--- src/design/isotp_pkg.sv ---
// Shared types and constants of the ISO-TP frame reassembler.
// Depends on nothing; every other design file imports it.
package isotp_pkg;

    // Message store geometry. The store is split into byte lanes, so that the
    // seven consecutive bytes of one frame land in seven different lanes.
    localparam int STORE_BYTES = 4096;
    localparam int LANES       = 8;
    localparam int LANE_BITS   = $clog2(LANES);
    localparam int LANE_DEPTH  = STORE_BYTES / LANES;
    localparam int ROW_W       = $clog2(LANE_DEPTH);

    // Field widths.
    localparam int ADDR_W = 12;
    localparam int LEN_W  = 12;
    localparam int SEQ_W  = 4;
    localparam int NUM_W  = 3;

    // Frame layout.
    localparam int SF_MAX_LEN    = 7;
    localparam int FF_DATA_BYTES = 6;
    localparam int CF_DATA_BYTES = 7;
    localparam int FRAME_BYTES   = 8;

    // Frame types in the high nibble of the PCI byte.
    localparam logic [3:0] FT_SINGLE = 4'h0;
    localparam logic [3:0] FT_FIRST  = 4'h1;
    localparam logic [3:0] FT_CONSEC = 4'h2;

    // Request types.
    localparam logic REQ_FRAME = 1'b0;
    localparam logic REQ_READ  = 1'b1;

    // Sequence number expected after a first frame.
    localparam logic [SEQ_W-1:0] SEQ_FIRST = 4'd1;

    typedef enum logic [1:0] {
        ST_IDLE = 2'd0,
        ST_WAIT = 2'd1,
        ST_DONE = 2'd2,
        ST_ERR  = 2'd3
    } t_link_state;

    // One input word.
    typedef struct packed {
        logic              req_type;
        logic [7:0]        frame_byte0;
        logic [7:0]        frame_byte1;
        logic [7:0]        frame_byte2;
        logic [7:0]        frame_byte3;
        logic [7:0]        frame_byte4;
        logic [7:0]        frame_byte5;
        logic [7:0]        frame_byte6;
        logic [7:0]        frame_byte7;
        logic [ADDR_W-1:0] read_addr;
    } t_req;

    // One result word.
    typedef struct packed {
        logic [1:0]       link_status;
        logic [LEN_W-1:0] message_len;
        logic [LEN_W-1:0] bytes_received;
        logic             send_flow_control;
        logic [7:0]       read_data;
    } t_rsp;

    // Link context kept between frames.
    typedef struct packed {
        t_link_state      link_state;
        logic [LEN_W-1:0] total_len;
        logic [LEN_W-1:0] recv_count;
        logic [SEQ_W-1:0] next_seq;
    } t_link_ctx;

    // Write request towards one byte lane of the store.
    typedef struct packed {
        logic             we;
        logic [ROW_W-1:0] row;
        logic [7:0]       data;
    } t_lane_wr;

endpackage

--- src/design/isotp_lane_ram.sv ---
// One byte lane of the message store: one write and one registered read port.
// Depends on isotp_pkg for the lane depth.
module isotp_lane_ram (
    input  logic                     i_clk,
    input  logic                     i_we,
    input  logic [isotp_pkg::ROW_W-1:0] i_wr_row,
    input  logic [7:0]               i_wr_data,
    input  logic                     i_re,
    input  logic [isotp_pkg::ROW_W-1:0] i_rd_row,
    output logic [7:0]               o_rd_data
);
    import isotp_pkg::*;

    logic [7:0] r_mem [LANE_DEPTH];
    logic [7:0] r_rd_data;

    // Write port.
    always_ff @(posedge i_clk) begin
        if (i_we) begin
            r_mem[i_wr_row] <= i_wr_data;
        end
    end

    // Registered read port.
    always_ff @(posedge i_clk) begin
        if (i_re) begin
            r_rd_data <= r_mem[i_rd_row];
        end
    end

    assign o_rd_data = r_rd_data;

endmodule

--- config.mk ---
export PLATFORM = sky130hd
export DESIGN_NAME = isotp_lane_ram
export DESIGN_NICKNAME = d
export VERILOG_FILES = /design/src/design/isotp_pkg.sv /design/src/design/isotp_lane_ram.sv
export SDC_FILE = /design/constraint.sdc
export NUM_CORES = 2
export LEC_CHECK = 0
export ABC_AREA = 1
export BUFFER_PORTS_ARGS = -buffer_cell sky130_fd_sc_hd__clkbuf_2
export CAP_MARGIN = 10
export CORE_MARGIN = 3
export CORE_UTILIZATION = 25
export CTS_CLUSTER_DIAMETER = 30
export CTS_CLUSTER_SIZE = 10
export DETAILED_ROUTE_END_ITERATION = 10
export MAX_ROUTING_LAYER = met4
export PLACE_DENSITY = 0.39
export SLEW_MARGIN = 40
export SYNTH_ARGS = -nofsm -noshare
export SYNTH_HDL_FRONTEND = slang
export SYNTH_SLANG_ARGS = --single-unit
--- constraint.sdc ---
create_clock -name i_clk -period 2.7 [get_ports i_clk]
set_clock_uncertainty 0.1 [all_clocks]
set_input_delay 0.54 -clock i_clk [delete_from_list [all_inputs] [get_ports i_clk]]
set_output_delay 0.54 -clock i_clk [all_outputs]
set_load 0.02 [all_outputs]
==> flow_summary.json <==
{
  "min_path_type": "in -> reg",
  "coreArea_mm2": 0.664,
  "setup-violations-final": 0,
  "crit_path_end_kind": "primary output",
  "synth.area.top_cells": "edfxtp_1, nand3_1, nand2_1",
  "dp_hpwl_um": 370000,
  "io-pin-count": 37,
  "drc": 0,
  "routed_wl_um": 597000,
  "tightest_slew_ps": 909,
  "insertion_delay_ps": 1170,
  "numCtsBuffers": 1116,
  "via_count": 116000,
  "place_congestion": 0.809,
  "rsz0062_at_grt": "no",
  "h-tree-depth": 7,
  "nFillCells": 65500,
  "crit_required_ps": 2060,
  "design_area_mm2": 0.225,
  "slew_headroom": 0.394,
  "dp.cells": 23400,
  "start_util": 0.251,
  "grt_pass1_vias": 115000,
  "post_drt_wl_per_cell_um": 23.6,
  "slowest_delay_ps": 620,
  "yosysWarnings": 0,
  "place_ws_ps": -1100,
  "hold_violations": 0,
  "grt_pass1_wl_um": 856000,
  "met3_usage": 0.0306,
  "reg2reg_depth": 11,
  "hold_slack_ps": 152,
  "regToRegStartpoint": "r_mem[465][4]",
  "whs_path_depth": 3,
  "most-common-layout-cells": "nand2_1, edfxtp_1, nand3_1",
  "ys_seq_area_frac": 0.739,
  "path_class": "reg -> out",
  "initialDrtViolationCount": 10100,
  "overflow": 0,
  "syn_avg_cell_area_um2": 12.0,
  "grt_util_met2": 0.274,
  "min_period_ps": 2620,
  "fin_ws_ps": 78.3,
  "cp-start-kind": "register",
  "crit_slowest_cell": "edfxtp_1",
  "status": "complete, no violations",
  "grt_antenna_before_repair": 45,
  "multi_input_area_mm2": 0.0382,
  "min_from": "i_rd_row[8]",
  "cts_tree": "done",
  "ir_worst_vdd_mv": 0.659,
  "antenna_left": 0,
  "total_leakage_power_uw": 0.0822,
  "grt_max_degree": 115,
  "path_cells": "buf_2",
  "rrSetupSlack_ps": 80,
  "core.rowCount": 299,
  "maxCapViolCount": 0,
  "die_width_um": 823,
  "worstPathBufferInverterCount": 1,
  "place_area_mm2": 0.189,
  "grt-busiest-layer": "met2",
  "finalNonFillerCells": 25300,
  "fmax_mhz": 381,
  "root_buffer": "clkbuf_16",
  "fin_crit_sh": 0.971,
  "synthCells": 13900,
  "grt.met1_usage": 0.240,
  "via_per_inst": 4.56,
  "portBuffers": 36,
  "synthesis.area_mm2": 0.167,
  "ff_latch_area_mm2": 0.123,
  "syn-num-nets": 13900,
  "drive_gt1_frac": 0.194,
  "clk_pin_slew_ps": 40,
  "min_to": "o_rd_data[0]",
  "final_common_cell": "nand2_1",
  "area_delta_synth_final_pct": 35.0,
  "rr_endpoint": "o_rd_data[4]",
  "dieHeight_um": 823,
  "synth_cell_type_count": 15,
  "finalNetCount": 15700,
  "yosys.area.top_type_share": 0.739,
  "synth_seq_cells": 4104,
  "critPathTopFamily": "flip-flops",
  "grt_usage": 0.178,
  "cp.arrival_ps": 1980,
  "cts_sinks": 4104,
  "powerDensity_mw_per_mm2": 918,
  "crit_fanout": 1,
  "synth.largest_area_cell": "edfxtp_1",
  "cts_buffer_depth": 5,
  "dr.pass1.iters": 6,
  "die-area_mm2": 0.677,
  "slew_violations": 0
}
[cell usage after synthesis (all sizes together)]
master,instances
nor3,11
buf,799
nor2,514
nand2,4160
inv,39
nand3,4080
clkbuf,184
edfxtp,4104
[timing repair]
item | CTS | global route
buffers inserted | 0 | 0
gates resized for setup | 14 | 4
endpoints found under the setup margin | 10 | 3
hold endpoints to repair | 1283 | 0
hold buffers | 10 | 0
[routing by layer]
layer,wire (um),vias to the layer above,part of all wire
li1,-,53500,-
met1,275000,57700,0.46
met2,277000,3258,0.46
met3,30000,1033,0.050
met4,14200,0,0.024
met5,0,-,0
[flip-flops by register name (all words and copies together), names as in the netlist]
signal     count
r_mem       4096
o_rd_data      8
[power breakdown]
group / leakage (uW) / switching, uW / total [uW] / internal (uW)
Clock: 0.0173 / 37500 / 126000 / 88600
Combinational: 0.0280 / 7030 / 10000 / 3000
Sequential: 0.0369 / 55.7 / 70500 / 70500
Total: 0.0822 / 44600 / 207000 / 162000
[final cells by class]
class	instances	area share
inverter	39	0.000906
sequential	4104	0.547
clock inverter	595	0.0290
multi-input combinational	8765	0.170
tap	8879	0.0493
antenna	12	0.000133
clock buffer	1298	0.129
timing repair buffer	1627	0.0745
[stage by stage]
step / utilization / TNS [ps] / total power, uW
3_5_place_dp: 0.285 / -7800 / 81700
4_1_cts: 0.339 / -616 / 209000
3_3_place_gp: 0.285 / -7910 / 81800
2_1_floorplan: - / 0 / 75900
6_report: 0.339 / 0 / 207000
5_1_grt: 0.339 / 0 / 213000
[cells by family (layout without fill, tap and decap cells)]
kind of cell | after synthesis | after routing | share of synthesized area
flip-flops | 4104 | 4104 | 0.739
AND/OR/NAND/NOR | 8765 | 8765 | 0.228
other | 0 | 12 | 0
buffers and inverters | 1022 | 3559 | 0.0333
[how the worst max path moves through the flow]
stage | startpoint | to | slack [ps] | depth (start not counted)
finish | o_rd_data[4] | o_rd_data[4] | 80 | 1
detailed placement | i_rd_row[0] | o_rd_data[7] | -1100 | 16
CTS | o_rd_data[4] | o_rd_data[4] | -110 | 1
floorplan | i_wr_row[4] | r_mem[212][0] | 470 | 7
global placement | i_rd_row[1] | o_rd_data[7] | -1120 | 16
global route | o_rd_data[4] | o_rd_data[4] | 1 | 1
No activity file was read; power rests on OpenSTA's default activity.
