===== config.mk =====
export PLATFORM = sky130hd
export DESIGN_NAME = isotp_frame_decode
export DESIGN_NICKNAME = d
export VERILOG_FILES = /design/src/design/isotp_pkg.sv /design/src/design/isotp_frame_decode.sv
export SDC_FILE = /design/constraint.sdc
export NUM_CORES = 1
export LEC_CHECK = 0
export BUFFER_PORTS_ARGS = -buffer_cell sky130_fd_sc_hd__buf_2
export CORE_MARGIN = 2
export CORE_UTILIZATION = 46
export DETAILED_ROUTE_END_ITERATION = 8
export GPL_TIMING_DRIVEN = 0
export PLACE_DENSITY = 0.81
export SLEW_MARGIN = 20
export SYNTH_ARGS = -nofsm -noshare
export SYNTH_HDL_FRONTEND = slang
export SYNTH_SLANG_ARGS = --single-unit

===== constraint.sdc =====
create_clock -name vclk -period 9.35
set_clock_uncertainty 0.2 [all_clocks]
set_input_delay 1.87 -clock vclk [all_inputs]
set_output_delay 1.87 -clock vclk [all_outputs]
set_load 0.02 [all_outputs]

===== src/design/isotp_pkg.sv =====
// Shared types and constants of the ISO-TP frame reassembler.
// Depends on nothing; every other design file imports it.
package isotp_pkg;

    // Message store geometry. The store is split into byte lanes, so that the
    // seven consecutive bytes of one frame land in seven different lanes.
    localparam int STORE_BYTES = 4096;
    localparam int LANES       = 8;
    localparam int LANE_BITS   = $clog2(LANES);
    localparam int LANE_DEPTH  = STORE_BYTES / LANES;
    localparam int ROW_W       = $clog2(LANE_DEPTH);

    // Field widths.
    localparam int ADDR_W = 12;
    localparam int LEN_W  = 12;
    localparam int SEQ_W  = 4;
    localparam int NUM_W  = 3;

    // Frame layout.
    localparam int SF_MAX_LEN    = 7;
    localparam int FF_DATA_BYTES = 6;
    localparam int CF_DATA_BYTES = 7;
    localparam int FRAME_BYTES   = 8;

    // Frame types in the high nibble of the PCI byte.
    localparam logic [3:0] FT_SINGLE = 4'h0;
    localparam logic [3:0] FT_FIRST  = 4'h1;
    localparam logic [3:0] FT_CONSEC = 4'h2;

    // Request types.
    localparam logic REQ_FRAME = 1'b0;
    localparam logic REQ_READ  = 1'b1;

    // Sequence number expected after a first frame.
    localparam logic [SEQ_W-1:0] SEQ_FIRST = 4'd1;

    typedef enum logic [1:0] {
        ST_IDLE = 2'd0,
        ST_WAIT = 2'd1,
        ST_DONE = 2'd2,
        ST_ERR  = 2'd3
    } t_link_state;

    // One input word.
    typedef struct packed {
        logic              req_type;
        logic [7:0]        frame_byte0;
        logic [7:0]        frame_byte1;
        logic [7:0]        frame_byte2;
        logic [7:0]        frame_byte3;
        logic [7:0]        frame_byte4;
        logic [7:0]        frame_byte5;
        logic [7:0]        frame_byte6;
        logic [7:0]        frame_byte7;
        logic [ADDR_W-1:0] read_addr;
    } t_req;

    // One result word.
    typedef struct packed {
        logic [1:0]       link_status;
        logic [LEN_W-1:0] message_len;
        logic [LEN_W-1:0] bytes_received;
        logic             send_flow_control;
        logic [7:0]       read_data;
    } t_rsp;

    // Link context kept between frames.
    typedef struct packed {
        t_link_state      link_state;
        logic [LEN_W-1:0] total_len;
        logic [LEN_W-1:0] recv_count;
        logic [SEQ_W-1:0] next_seq;
    } t_link_ctx;

    // Write request towards one byte lane of the store.
    typedef struct packed {
        logic             we;
        logic [ROW_W-1:0] row;
        logic [7:0]       data;
    } t_lane_wr;

endpackage


===== src/design/isotp_frame_decode.sv =====
// Frame decoder: next link context and per-lane store writes for one word.
// Depends on isotp_pkg; purely combinational.
module isotp_frame_decode (
    input  isotp_pkg::t_link_ctx i_ctx,
    input  isotp_pkg::t_req      i_item,
    output isotp_pkg::t_link_ctx o_ctx,
    output logic                 o_flow_ctrl,
    output isotp_pkg::t_lane_wr  o_lane_wr [isotp_pkg::LANES]
);
    import isotp_pkg::*;

    logic [3:0]           kind;
    logic [3:0]           low;
    logic [LEN_W-1:0]     ff_len;
    logic [LEN_W-1:0]     rem;
    logic [NUM_W-1:0]     n_cf;
    logic [LEN_W-1:0]     rc_next;
    logic [LEN_W-1:0]     base;
    logic [NUM_W-1:0]     n_wr;
    logic                 from_byte2;
    logic [7:0]           fb [FRAME_BYTES+2];

    // Frame bytes as an array, padded with zeros past the last byte.
    always_comb begin
        fb[0] = i_item.frame_byte0;
        fb[1] = i_item.frame_byte1;
        fb[2] = i_item.frame_byte2;
        fb[3] = i_item.frame_byte3;
        fb[4] = i_item.frame_byte4;
        fb[5] = i_item.frame_byte5;
        fb[6] = i_item.frame_byte6;
        fb[7] = i_item.frame_byte7;
        fb[8] = 8'd0;
        fb[9] = 8'd0;
    end

    // Consecutive frame arithmetic: remaining count clamped at zero, at most
    // seven bytes per frame.
    always_comb begin
        kind    = i_item.frame_byte0[7:4];
        low     = i_item.frame_byte0[3:0];
        ff_len  = {low, i_item.frame_byte1};
        rem     = (i_ctx.total_len > i_ctx.recv_count) ?
                  (i_ctx.total_len - i_ctx.recv_count) : '0;
        n_cf    = (rem > LEN_W'(CF_DATA_BYTES)) ? NUM_W'(CF_DATA_BYTES) : rem[NUM_W-1:0];
        rc_next = i_ctx.recv_count + LEN_W'(n_cf);
    end

    // Link state update by frame type.
    always_comb begin
        o_ctx       = i_ctx;
        o_flow_ctrl = 1'b0;
        base        = '0;
        n_wr        = '0;
        from_byte2  = 1'b0;
        if (i_item.req_type == REQ_FRAME) begin
            case (kind)
                FT_SINGLE: begin
                    if (low <= 4'(SF_MAX_LEN)) begin
                        n_wr             = low[NUM_W-1:0];
                        o_ctx.total_len  = LEN_W'(low);
                        o_ctx.recv_count = LEN_W'(low);
                        o_ctx.link_state = ST_DONE;
                    end
                end
                FT_FIRST: begin
                    o_ctx.total_len = ff_len;
                    if ({1'b0, ff_len} > (LEN_W+1)'(STORE_BYTES)) begin
                        o_ctx.link_state = ST_ERR;
                    end else begin
                        n_wr             = NUM_W'(FF_DATA_BYTES);
                        from_byte2       = 1'b1;
                        o_ctx.recv_count = LEN_W'(FF_DATA_BYTES);
                        o_ctx.next_seq   = SEQ_FIRST;
                        o_ctx.link_state = ST_WAIT;
                        o_flow_ctrl      = 1'b1;
                    end
                end
                FT_CONSEC: begin
                    if (i_ctx.link_state == ST_WAIT) begin
                        if (low != i_ctx.next_seq) begin
                            o_ctx.link_state = ST_ERR;
                        end else begin
                            base             = i_ctx.recv_count;
                            n_wr             = n_cf;
                            o_ctx.recv_count = rc_next;
                            o_ctx.next_seq   = i_ctx.next_seq + 1'b1;
                            if (rc_next >= i_ctx.total_len) begin
                                o_ctx.link_state = ST_DONE;
                            end
                        end
                    end
                end
                default: begin
                end
            endcase
        end
    end

    // Lane k takes the frame byte whose address falls into it; consecutive
    // addresses always hit distinct lanes.
    always_comb begin
        logic [LANE_BITS-1:0] off;
        logic [LEN_W:0]       addr;
        logic [3:0]           idx;
        for (int k = 0; k < LANES; k++) begin
            off  = LANE_BITS'(k) - base[LANE_BITS-1:0];
            addr = {1'b0, base} + (LEN_W+1)'(off);
            idx  = 4'(off) + (from_byte2 ? 4'd2 : 4'd1);
            o_lane_wr[k].we   = (NUM_W'(off) < n_wr) && (addr < (LEN_W+1)'(STORE_BYTES));
            o_lane_wr[k].row  = ROW_W'(addr >> LANE_BITS);
            o_lane_wr[k].data = fb[idx];
        end
    end

endmodule

==> impl_metrics.yaml, run 1 <==
drt:
  avgRoutedWirePerCell_um: 20.3
  dr.pass1.iters: 9
  first_iter_violations: 1142
  via_per_inst: 6.31
  drcViolationCount: 0
  vias: 8627
  routed_wirelength_um: 27800
  ant_nets: 0
sta:
  hold_viol: 0
  relSlewSlack: 0.326
  fin_tns_setup_ps: 0
  final_max_slew_viol_count: 0
  min_period_over_period: 0.982
  tightest_slew_ps: 1000
  fmax_ghz: 0.109
  finalWorstSetupSlack_ps: 170
  rsz0062_at_grt: "no"
  period_needed_ps: 9180
  setup_viol_count_final: 0
cells_and_area:
  final_cells: 1367
  mostFrequentLayoutCells: "buf_2 (270), nand2_1 (181), a21oi_1 (111), nor2_1 (91), xnor2_1 (67)"
  syn_to_final_growth_pct: 25.9
  final_nets: 1363
  diodes: 0
  seq_cells: 0
  final_common_cell: "buf_2"
  drive_above_1_share: 0.320
  num-clock-buffers: 0
  fill_cells: 1331
  post-route-util: 0.591
  regArea_um2: 0
yosys:
  ys_seq_area_frac: 0
  synth_top_family_by_area: "simple AND/OR/NAND/NOR gates"
  synth_top_area_cell: "mux4_2"
  synth_top_area_frac: 0.222
  yosysWarnings: 0
  synthMuxAreaShare: 0.225
  synthTopCellsByArea: "mux4_2 (22%), ha_1 (12%), nand2_1 (10%)"
  synth_compound_area_frac: 0.227
  synth-simple-area-share: 0.249
  synth_cells: 918
  syn_avg_cell_area_um2: 7.08
  synthDistinctLibCells: 66
  synth_fa_ha_area_frac: 0.136
  synth-xor-area-share: 0.102
  syn_nets: 1092
  syn-cell-area_mm2: 0.00649
power:
  p_total_uw: 344
  p_leak_nw: 3.76
  powerDensity_mw_per_mm2: 42.1
  irDropWorstVdd_mv: 0.0349
grt:
  grt_pass1_vias: 7760
  grt.overflow.total: 0
  grt_usage: 0.349
  grt_max_degree: 15
  grt_antenna_before_repair: 0
  grt_pass1_wl_um: 41200
floorplan:
  ioPinCount: 282
  row_count: 43
  dieWidth_um: 123
  core_area_mm2: 0.0138
  dieArea_mm2: 0.0151
  die_y_um: 123
  floorplan.initialDensity: 0.470
min_path:
  min_path_cells: 3
  hold_class: "in -> out"
critical_path:
  cpPeakStageDelay_ps: 450
  cp_num_cells: 27
  crit_path_frequent_cell: "ha_1"
  startpoint_type: "input port"
  worst_path_max_delay_cell: "a2111o_1"
  arrival_ps: 7110
  worstSetupEndpointType: "primary output"
  cp_top_family: "compound AO/OA/AOI/OAI gates"
  critPathKind: "in -> out"
  critPathMaxFanout: 10
  cp.required_ps: 7280
  worst-path-buf-inv: 6
placement:
  port_buffers: 266
  dp_hpwl_um: 22700
  gp_congestion: 0.965
  pre_cts_slack_ps: -1060
  dp.cells: 1364
flow_run:
  drv_cap: 0
status:
  outcome: "finished clean"
-- cell families after synthesis --
kind of cell | Yosys count
simple gates | 368
compound gates | 241
buf+inv | 101
xor+xnor | 75
fa+ha+maj | 67
mux | 66
-- cell usage after synthesis, types with 2 or more instances --
master / number
xnor2_1: 67
and4_1: 2
nor3_1: 10
nand2b_1: 6
nor3b_1: 3
a211oi_1: 7
a21o_1: 7
nand2_1: 181
nor2_1: 94
inv_2: 4
or2_2: 3
ha_1: 61
nand3_1: 22
o21ai_1: 4
clkinv_1: 3
a21oi_1: 112
nor2b_1: 8
nor4_1: 4
o211ai_1: 4
xor2_1: 7
nand2_2: 2
nand4_1: 7
a22oi_1: 9
a21boi_0: 3
clkbuf_1: 30
a31oi_1: 9
fa_1: 6
o31a_1: 2
and2_1: 4
and3_1: 3
o221ai_1: 2
buf_1: 13
mux4_2: 64
o31ai_1: 3
a22o_1: 12
a211o_1: 5
or3_1: 14
buf_2: 7
o21ai_0: 45
inv_1: 43
-- metrics by stage --
step,hold slack [ps],instance area (um^2)
after global routing,3920,8180
after CTS,3870,8110
final,3870,8180
after detailed placement,3870,8050
after floorplan,3680,6490
after global placement,3870,8050
-- final timing paths --
check	from	endpoint	slack (ps)
max	i_ctx[12]	o_ctx[29]	170
min	i_ctx[2]	o_ctx[2]	3870
-- tightest hold or removal path, cell delays in order --
cell and delay, ps:
buf_2 110, o31ai_1 70, buf_2 150
-- routing by layer --
metal  track usage  share of wire  vias up
li1              -              -     3869
met1         0.450           0.37     3981
met2         0.599           0.47      698
met3        0.0539           0.12       79
met4         0.111          0.036        0
met5             0              0        -
-- layout make-up --
| cell class | count | area, um^2 | area share |
|---|---|---|---|
| Buffer | 49 | 209 | 0.0256 |
| Inverter | 50 | 195 | 0.0239 |
| Multi-Input combinational cell | 817 | 6170 | 0.755 |
| Tap cell | 180 | 225 | 0.0275 |
| Timing Repair Buffer | 271 | 1370 | 0.168 |
-- repair_timing --
action / in CTS / in global routing
pin swaps: 2 / 2
buffers inserted: 2 / 3
setup endpoints to repair: 2 / 2
hold buffers: 0 / 0
resized for setup: 14 / 19
-- power breakdown --
part           total, mW  switching [mW]  internal (mW)
Clock                  0               0              0
Combinational      0.344           0.211          0.134
Sequential             0               0              0
Power figures use the tool's default switching activity.
==> inputs of run 2 (changes only) <==
--- a/config.mk
+++ b/config.mk
@@ -5,12 +5,13 @@
 export SDC_FILE = /design/constraint.sdc
 export NUM_CORES = 1
 export LEC_CHECK = 0
+export ABC_AREA = 1
 export BUFFER_PORTS_ARGS = -buffer_cell sky130_fd_sc_hd__buf_2
 export CORE_MARGIN = 2
-export CORE_UTILIZATION = 46
+export CORE_UTILIZATION = 47
 export DETAILED_ROUTE_END_ITERATION = 8
 export GPL_TIMING_DRIVEN = 0
-export PLACE_DENSITY = 0.81
+export PLACE_DENSITY = 0.82
 export SLEW_MARGIN = 20
 export SYNTH_ARGS = -nofsm -noshare
 export SYNTH_HDL_FRONTEND = slang
==> run 2 against run 1 <==
Effect of this change:
- combinational power decreased by 7.3%
- die area increased by 1.2%
- synthesized cell count rose by 43%
- count of clock-buffer cells in the layout unchanged
- utilization rose by 0.62 points
- critical endpoint is now o_lane_wr[59]
- largest power group unchanged
==> impl_metrics.yaml, run 2 <==
status:
  outcome: "finished clean"
power:
  pwr-share-clk: 0
  p_comb_frac: 1.000
  p_int_uw: 104
  p_total_uw: 319
  irDropWorstVdd_mv: 0.0341
  p_seq_frac: 0
  powerDensity_mw_per_mm2: 38.3
  p_sw_uw: 215
  p_leak_nw: 4.95
  switching_share: 0.674
cells_and_area:
  mostFrequentLayoutCells: "nand2_1 (294), buf_2 (271), inv_1 (209), nor2_1 (199), o21ai_0 (132)"
  num-clock-buffers: 0
  final_common_cell: "nand2_1"
  final_nets: 1752
  regArea_um2: 0
  seq_cells: 0
  fill_cells: 1461
  diodes: 0
  final_cells: 1756
  multi_input_area_mm2: 0.00573
  postLayoutCellArea_mm2: 0.00833
  syn_to_final_growth_pct: 23.9
  drive_above_1_share: 0.202
sta:
  tightest_slew_ps: 788
  final_max_slew_viol_count: 0
  setup_viol_count_final: 0
  hold_viol: 0
  period_needed_ps: 9060
  rsz0062_at_grt: "no"
  relSlewSlack: 0.473
  min_period_over_period: 0.969
  fmax_ghz: 0.110
floorplan:
  die_y_um: 124
  floorplan.initialDensity: 0.482
  dieWidth_um: 124
  core_area_mm2: 0.0139
  ioPinCount: 282
  row_count: 43
  dieArea_mm2: 0.0153
critical_path:
  worstSetupEndpointType: "primary output"
  startpoint_type: "input port"
  cp.required_ps: 7280
  arrival_ps: 6990
  critPathKind: "in -> out"
  critPathMaxFanout: 10
drt:
  dr.pass1.iters: 8
  avgRoutedWirePerCell_um: 15.9
  routed_wirelength_um: 27900
  drcViolationCount: 0
  first_iter_violations: 922
  via_per_inst: 5.62
  ant_nets: 0
  vias: 9877
yosys:
  syn-cell-area_mm2: 0.00672
  synth-xor-area-share: 0.0573
  syn_nets: 1483
  synthMuxAreaShare: 0.0477
  synth_top_area_frac: 0.164
  synth_top_family_by_area: "simple AND/OR/NAND/NOR gates"
  syn_avg_cell_area_um2: 5.13
  synth_fa_ha_area_frac: 0.131
  synth_compound_area_frac: 0.169
  ys_seq_area_frac: 0
  synth_top_area_cell: "nand2_1"
  synthTopCellsByArea: "nand2_1 (16%), inv_1 (12%), ha_1 (11%)"
  synth_most_common_cell: "nand2_1"
  synth_cells: 1309
  yosys-top-cells-count: "nand2_1 (294), inv_1 (210), nor2_1 (200)"
  synth-simple-area-share: 0.446
  synthDistinctLibCells: 44
  yosysWarnings: 0
grt:
  grt_pass1_vias: 8437
  grt_pass1_wl_um: 42000
  grt_max_degree: 15
  grt.overflow.total: 0
  grt_usage: 0.345
  grt_antenna_before_repair: 1
placement:
  postPlaceCellArea_mm2: 0.00827
  dp_hpwl_um: 23800
  gp_congestion: 0.978
  dp.cells: 1754
  port_buffers: 265
min_path:
  hold_class: "in -> out"
flow_run:
  drv_cap: 0
[run 2: cell types whose count changed after synthesis, moves of 42 or more]
cell / change
a21oi_1: -67
mux4_2: -64
o21ai_0: +88
nor2_1: +106
nand3_1: +42
nor3_1: +63
inv_1: +167
nand2_1: +113
xnor2_1: -58
[run 2: per-stage QoR]
step | hold slack (ps) | utilization | TNS, ps | setup WS [ps]
detailed placement | 3910 | 0.594 | -711 | -201
CTS | 3910 | 0.594 | 0 | 31.5
global placement | 3910 | 0.594 | -837 | -209
finish | 3910 | 0.598 | 0 | 291
global route | 3940 | 0.598 | 0 | 18.7
floorplan | 3730 | - | 0 | 966
[run 2: power groups by stage]
| stage | Combinational (mW) | Clock, mW | Sequential (mW) |
|---|---|---|---|
| after floorplan | 0.198 | 0 | 0 |
| after global placement | 0.306 | 0 | 0 |
| after detailed placement | 0.309 | 0 | 0 |
| after CTS | 0.310 | 0 | 0 |
| after global routing | 0.348 | 0 | 0 |
| final | 0.319 | 0 | 0 |
[run 2: per-layer routing]
| layer | vias up | share of wire | global-route usage |
|---|---|---|---|
| li1 | 4773 | - | - |
| met1 | 4406 | 0.39 | 0.416 |
| met2 | 593 | 0.48 | 0.612 |
| met3 | 103 | 0.087 | 0.0353 |
| met4 | 2 | 0.051 | 0.162 |
| met5 | - | 0.00047 | 0 |
[run 2: repair_timing]
action	in CTS	in global routing
resized for setup	2	13
hold buffers	0	0
setup endpoints to repair	13	26
buffers inserted	0	6
[run 2: critical path, cell delays in order]
cell and delay [ps]:
buf_2 160, inv_2 130, nor2_1 50, nor4_1 300
nand2_1 200, nor3_4 470, nand2_2 210, buf_2 310
nor2_2 390, inv_1 260, ha_1 430, inv_1 120
fa_2 740, inv_1 180, clkbuf_1 230, o21ai_0 420
nor2_1 80, nor3_1 210, buf_2 200
[run 2: worst paths after layout]
check | from | to | depth (start not counted)
setup / recovery | i_item[71] | o_lane_wr[59] | 19
hold / removal | i_ctx[0] | o_ctx[0] | 3
[run 2: area by class of cell]
type	count	share of cell area
Inverter	220	0.100
Multi-Input combinational cell	1045	0.688
Timing Repair Buffer	271	0.165
Tap cell	180	0.0270
Buffer	40	0.0197
[run 2: logic make-up (layout without fill, tap and decap cells)]
logic type	after synthesis	count (layout)
muxes	32	32
AOI/OAI and AO/OA	212	212
buffers and inverters	264	531
xor gates and xnor gates	44	44
and+or+nand+nor	690	690
adders and majority gates	67	67
